===== src/hdl/flmmu_pkg.sv =====
// Shared constants, codes and control structs of the four-level MMU core.
// Depends on nothing; taken in by every module of the block.
package flmmu_pkg;

  localparam int DEF_OFFSET_BITS = 12;
  localparam int DEF_INDEX_BITS  = 9;
  localparam int DEF_FRAMES      = 256;
  localparam int DEF_TLB_ENTRIES = 64;

  localparam int CMD_W    = 2;
  localparam int VA_W     = 48;
  localparam int STATUS_W = 2;
  localparam int PA_W     = 20;
  localparam int CNT_W    = 32;
  localparam int PSEL_W   = 3;

  localparam logic [CMD_W-1:0] CMD_TRANSLATE = 2'd0;
  localparam logic [CMD_W-1:0] CMD_MAP       = 2'd1;
  localparam logic [CMD_W-1:0] CMD_UNMAP     = 2'd2;
  localparam logic [CMD_W-1:0] CMD_RESERVED  = 2'd3;

  localparam logic [STATUS_W-1:0] ST_OK        = 2'd0;
  localparam logic [STATUS_W-1:0] ST_UNMAPPED  = 2'd1;
  localparam logic [STATUS_W-1:0] ST_NO_FRAMES = 2'd2;

  localparam logic [PSEL_W-1:0] PSEL_ZERO       = 3'd0;
  localparam logic [PSEL_W-1:0] PSEL_TLB        = 3'd1;
  localparam logic [PSEL_W-1:0] PSEL_ENTRY_OFF  = 3'd2;
  localparam logic [PSEL_W-1:0] PSEL_ENTRY_BASE = 3'd3;
  localparam logic [PSEL_W-1:0] PSEL_DATA_BASE  = 3'd4;

  typedef struct packed {
    logic                capture;
    logic                cnt_lookup;
    logic                cnt_miss;
    logic                tlb_inval;
    logic                tlb_fill_entry;
    logic                tlb_fill_data;
    logic                walk_init;
    logic                descend;
    logic                take_new;
    logic                scan_init;
    logic                scan_step;
    logic                fu_set;
    logic                fu_clr_data;
    logic                fu_free_entry;
    logic                data_take;
    logic                sweep_init;
    logic                init_wr;
    logic                zero_wr;
    logic                link_wr;
    logic                leaf_clr;
    logic                leaf_wr;
    logic                res_set;
    logic [STATUS_W-1:0] res_status;
    logic                res_hit;
    logic [PSEL_W-1:0]   res_psel;
    logic                out_load;
  } ctrl_cmd_t;

  typedef struct packed {
    logic [CMD_W-1:0] cmd;
    logic             ti_done;
    logic             tlb_match;
    logic             entry_ok;
    logic             lvl_zero;
    logic             lvl_one;
    logic             frame_free;
    logic             scan_last;
    logic             init_last;
    logic             zero_last;
    logic             out_busy;
  } dp_stat_t;

endpackage


===== src/hdl/flmmu_ctrl.sv =====
// Controller state machine of the four-level MMU core.
// Depends on flmmu_pkg; drives the datapath flmmu_dp by command struct.
module flmmu_ctrl import flmmu_pkg::*; (
  input  logic      clk,
  input  logic      rst,
  input  logic      in_valid,
  output logic      in_stall,
  input  dp_stat_t  s,
  output ctrl_cmd_t c
);

  localparam logic [3:0] S_INIT     = 4'd0;
  localparam logic [3:0] S_IDLE     = 4'd1;
  localparam logic [3:0] S_TIDX     = 4'd2;
  localparam logic [3:0] S_TLB_CHK  = 4'd3;
  localparam logic [3:0] S_WALK_RD  = 4'd4;
  localparam logic [3:0] S_WALK_CHK = 4'd5;
  localparam logic [3:0] S_SCAN_RD  = 4'd6;
  localparam logic [3:0] S_SCAN_CHK = 4'd7;
  localparam logic [3:0] S_ZERO     = 4'd8;
  localparam logic [3:0] S_LINK     = 4'd9;
  localparam logic [3:0] S_MAP_RD   = 4'd10;
  localparam logic [3:0] S_MAP_CHK  = 4'd11;
  localparam logic [3:0] S_LEAF     = 4'd12;
  localparam logic [3:0] S_DONE     = 4'd13;

  logic [3:0] state, state_next;
  logic       alloc_tbl, alloc_tbl_next;

  assign in_stall = (state != S_IDLE);

  always_ff @(posedge clk) begin
    if (rst) begin
      state     <= S_INIT;
      alloc_tbl <= 1'b0;
    end else begin
      state     <= state_next;
      alloc_tbl <= alloc_tbl_next;
    end
  end

  always_comb begin
    c              = '0;
    state_next     = state;
    alloc_tbl_next = alloc_tbl;
    unique case (state)
      S_INIT: begin
        c.init_wr = 1'b1;
        if (s.init_last) state_next = S_IDLE;
      end
      S_IDLE: begin
        if (in_valid) begin
          c.capture  = 1'b1;
          state_next = S_TIDX;
        end
      end
      S_TIDX: begin
        if (s.ti_done) begin
          unique case (s.cmd)
            CMD_TRANSLATE: begin
              c.cnt_lookup = 1'b1;
              state_next   = S_TLB_CHK;
            end
            CMD_UNMAP: state_next = S_TLB_CHK;
            CMD_MAP: begin
              c.scan_init    = 1'b1;
              alloc_tbl_next = 1'b0;
              state_next     = S_SCAN_RD;
            end
            default: begin
              c.res_set    = 1'b1;
              c.res_status = ST_OK;
              c.res_psel   = PSEL_ZERO;
              state_next   = S_DONE;
            end
          endcase
        end
      end
      S_TLB_CHK: begin
        if (s.cmd == CMD_TRANSLATE && s.tlb_match) begin
          c.res_set    = 1'b1;
          c.res_status = ST_OK;
          c.res_hit    = 1'b1;
          c.res_psel   = PSEL_TLB;
          state_next   = S_DONE;
        end else begin
          c.cnt_miss  = (s.cmd == CMD_TRANSLATE);
          c.tlb_inval = (s.cmd == CMD_UNMAP) && s.tlb_match;
          c.walk_init = 1'b1;
          state_next  = S_WALK_RD;
        end
      end
      S_WALK_RD: state_next = S_WALK_CHK;
      S_WALK_CHK: begin
        if (!s.entry_ok) begin
          c.res_set    = 1'b1;
          c.res_status = ST_UNMAPPED;
          c.res_psel   = PSEL_ZERO;
          state_next   = S_DONE;
        end else if (s.lvl_zero) begin
          c.res_set    = 1'b1;
          c.res_status = ST_OK;
          if (s.cmd == CMD_TRANSLATE) begin
            c.tlb_fill_entry = 1'b1;
            c.res_psel       = PSEL_ENTRY_OFF;
          end else begin
            c.fu_free_entry = 1'b1;
            c.leaf_clr      = 1'b1;
            c.res_psel      = PSEL_ENTRY_BASE;
          end
          state_next = S_DONE;
        end else begin
          c.descend  = 1'b1;
          state_next = S_WALK_RD;
        end
      end
      S_SCAN_RD: state_next = S_SCAN_CHK;
      S_SCAN_CHK: begin
        if (s.frame_free) begin
          c.fu_set = 1'b1;
          if (alloc_tbl) begin
            c.sweep_init = 1'b1;
            state_next   = S_ZERO;
          end else begin
            c.data_take = 1'b1;
            c.walk_init = 1'b1;
            state_next  = S_MAP_RD;
          end
        end else if (s.scan_last) begin
          // out of frames: give back the data frame if a table was wanted
          c.fu_clr_data = alloc_tbl;
          c.res_set     = 1'b1;
          c.res_status  = ST_NO_FRAMES;
          c.res_psel    = PSEL_ZERO;
          state_next    = S_DONE;
        end else begin
          c.scan_step = 1'b1;
          state_next  = S_SCAN_RD;
        end
      end
      S_ZERO: begin
        c.zero_wr = 1'b1;
        if (s.zero_last) state_next = S_LINK;
      end
      S_LINK: begin
        c.link_wr  = 1'b1;
        c.take_new = 1'b1;
        state_next = s.lvl_one ? S_LEAF : S_MAP_RD;
      end
      S_MAP_RD: state_next = S_MAP_CHK;
      S_MAP_CHK: begin
        if (s.entry_ok) begin
          c.descend  = 1'b1;
          state_next = s.lvl_one ? S_LEAF : S_MAP_RD;
        end else begin
          c.scan_init    = 1'b1;
          alloc_tbl_next = 1'b1;
          state_next     = S_SCAN_RD;
        end
      end
      S_LEAF: begin
        c.leaf_wr       = 1'b1;
        c.tlb_fill_data = 1'b1;
        c.res_set       = 1'b1;
        c.res_status    = ST_OK;
        c.res_psel      = PSEL_DATA_BASE;
        state_next      = S_DONE;
      end
      S_DONE: begin
        if (!s.out_busy) begin
          c.out_load = 1'b1;
          state_next = S_IDLE;
        end
      end
      default: state_next = S_INIT;
    endcase
  end

endmodule


===== config.mk =====
export PLATFORM = sky130hd
export DESIGN_NAME = flmmu_ctrl
export DESIGN_NICKNAME = d
export VERILOG_FILES = /design/src/hdl/flmmu_pkg.sv /design/src/hdl/flmmu_ctrl.sv
export SDC_FILE = /design/constraint.sdc
export NUM_CORES = 1
export LEC_CHECK = 0
export ABC_AREA = 1
export BUFFER_PORTS_ARGS = -buffer_cell sky130_fd_sc_hd__buf_2
export CELL_PAD_IN_SITES_DETAIL_PLACEMENT = 1
export CELL_PAD_IN_SITES_GLOBAL_PLACEMENT = 1
export CORE_MARGIN = 1.5
export CORE_UTILIZATION = 29
export CTS_BUF_LIST = sky130_fd_sc_hd__clkbuf_4
export CTS_CLUSTER_DIAMETER = 200
export DETAILED_ROUTE_END_ITERATION = 8
export HOLD_SLACK_MARGIN = 0.03
export PLACE_DENSITY_LB_ADDON = 0.1
export SYNTH_ARGS = -nofsm -noshare
export SYNTH_HDL_FRONTEND = slang
export SYNTH_SLANG_ARGS = --single-unit

===== constraint.sdc =====
create_clock -name clk -period 3.7 [get_ports clk]
set_input_delay 0.37 -clock clk [delete_from_list [all_inputs] [get_ports clk]]
set_output_delay 0.37 -clock clk [all_outputs]
set_load 0.005 [all_outputs]

==> out/summary.txt <==
CTS tree -> built
CTS root buffer -> clkbuf_4
H-tree depth -> 1
Worst Tran Pin Value -> 0.434 ns
FF-to-FF Start -> state[3]$_SDFFE_PP0P_
synth warn -> 0
Required @ worst endpoint -> 3.33 ns
P_leak -> 0.662 nW
CTS clk-pin slew, worst paths -> 0.05 ns
routed len/inst -> 12.3 µm
Fin Setup TNS -> 0 ns
Post-synth EDFFs -> 0
Period minus WS final -> 1.99 ns
fraction of layout cells with a size suffix above 1 -> 28.6%
most frequent cells in the layout -> buf_2 (44), nand2_1 (41), inv_1 (29), nor2_1 (28), nand3_1 (13)
Hold Path End -> state[0]$_SDFFE_PP0P_
outcome -> completed
RSZ-0062 raised after global routing -> no
worst skew pair latency -> 0.25 ns
DR pass1 iterations -> 4
Die Area -> 2880 µm²
Diodes inserted -> 0
Slew HR -> 70.9%
Reg-to-Reg End -> state[2]$_SDFFE_PP0P_
Starting Density -> 30.4%
Max Clock Freq -> 0.502 GHz
Hold Vio Cnt, Final -> 0
grt ovf -> 0
core area -> 2450 µm²
hold_sp -> rst
initial antenna violation count -> 0
Residual DRC -> 0
Vias per Instance -> 4.79
vias -> 1064
detailed placer's ending HPWL -> 2.40 mm
Crit Path Max Fanout -> 7
PortBufs -> 44
Initial DRC Count -> 13
CP Capture Type -> primary output
final clock skew -> 0.00690 ns
Synth cell types -> 18
Synth Area in XOR/XNOR -> 0%
Mapped Cells -> 149
Area growth syn-to-layout -> 33.6%
main flop type after synthesis -> dfxtp_1
flop2flop setup slack -> 2.21 ns
hold buffers post-CTS -> 0
vias in the first global route -> 1005
Die Ht -> 53.7 µm
die width -> 53.7 µm
mux cell area share after synthesis -> 0%
global-route wire length before repair -> 4.27 mm
sequential share of the synthesized area -> 13.4%
power density cells -> 400 nW/µm²
RePlAce Congestion -> 0.870
post-CTS sizing -> 0
main combinational cell family by area after synthesis -> simple AND/OR/NAND/NOR gates
Synth Cell Area -> 746 µm²
worst hold path depth -> 2
Worst Path Arrival -> 1.62 ns
Post-DRT Antenna Nets -> 0
Setup Crit Path Kind -> reg -> out
reported max-cap violation count -> 0
fin. max-slew vios -> 0
Site Rows -> 18
# Post-CTS Setup Buffers -> 0
post-synthesis simple-gate area fraction -> 58.1%
CTS Buf Count -> 3
fillers -> 386
final net count -> 208
# IOs -> 45
syn_nets -> 164
WL final -> 2.74 mm
Worst setup SP type -> flop
synthesized area per cell -> 5.00 µm²
final period utilization -> 53.8%
Synth Area in Adders -> 0%
largest net degree at the start of global routing -> 10
Worst Hold Class -> in -> reg
total track usage -> 20.4%
Seq cells post-synth -> 5
Post-synth ARST share -> 0%
FF-to-FF path depth -> 7
# clock sinks -> 5
Synth Area in Compound Gates -> 8.39%
final core occ -> 40.6%
Final setup viols -> 0
Worst VDD drop -> 0.314 mV
CTS max path bufs -> 2
commonest non-fill, non-tap cell in the layout -> buf_2
[registers in the layout, summed over array words and instances (netlist names)]
signal,count
alloc_tbl,1
state,4
[kinds of logic after synthesis]
family,Yosys count
flops,5
simple gates,97
compound gates,12
buf+inv,35
[through the flow]
stage               instances  hold WS (ns)  setup WS [ns]  cell area (µm²)  total power, mW
floorplan                 149         0.439           2.11              746            0.252
global placement          218         0.520           1.96              966            0.321
detailed placement        218         0.523           1.96              966            0.327
CTS                       222         0.338           1.69              996            0.403
global route              222         0.354           1.55              996            0.444
finish                    222         0.350           1.71              996            0.398
[per-layer routing]
layer	vias up	GRT usage, %	share of wire, %	routed length, µm
met2	24	35.2	49	1350
met3	5	1.94	2.8	78
met5	-	0	0	0
met4	0	7.69	1.1	29
li1	544	-	-	-
met1	491	25.9	47	1280
[critical path, cell delays in order, from the launching register on]
cell and delay (ns):
dfxtp_1 0.50, nand2_1 0.19, nor2_4 0.19, inv_1 0.07
nor2_1 0.12, nand2_1 0.10, o21ai_0 0.08, buf_2 0.14
[cells in the mapped netlist, types with 2 or more instances]
cell | number | area share [%]
o21ai_1 | 2 | 1.3
nand4_1 | 2 | 1.7
a21oi_1 | 5 | 3.4
nor4_1 | 2 | 1.7
buf_4 | 5 | 5.0
dfxtp_1 | 5 | 13
nor2_4 | 2 | 3.0
o21ai_0 | 4 | 2.7
nor3_1 | 2 | 1.3
nand3b_1 | 3 | 3.0
nor2_2 | 3 | 2.5
nor2_1 | 28 | 14
inv_1 | 29 | 15
nand2_1 | 41 | 21
nand3_1 | 13 | 8.7
[worst max-delay path by stage]
stage | startpoint | to | depth (start not counted)
6_report | state[1]$_SDFFE_PP0P_ | c[22] | 7
5_1_grt | state[0]$_SDFFE_PP0P_ | c[15] | 7
4_1_cts | state[3]$_SDFFE_PP0P_ | c[7] | 8
3_5_place_dp | s[11] | c[7] | 9
3_3_place_gp | s[11] | c[7] | 9
2_1_floorplan | state[0]$_SDFFE_PP0P_ | c[15] | 8
[cell type report]
type                       count  area, µm²  share of cell area, %
sequential                     5        100                   10.1
inverter                      30        113                   11.3
timing repair buffer          44        220                   22.1
clock buffer                   4       30.0                   3.02
tap                           30       37.5                   3.77
multi-input combinational    109        495                   49.7
[power breakdown]
| part | total (mW) | switching (mW) | internal [mW] |
|---|---|---|---|
| logic | 0.233 | 0.153 | 0.0797 |
| clock network | 0.0720 | 0.0238 | 0.0482 |
| registers | 0.0935 | 0.0265 | 0.0670 |
| total | 0.398 | 0.204 | 0.195 |
No activity file was read; power rests on OpenSTA's default activity.
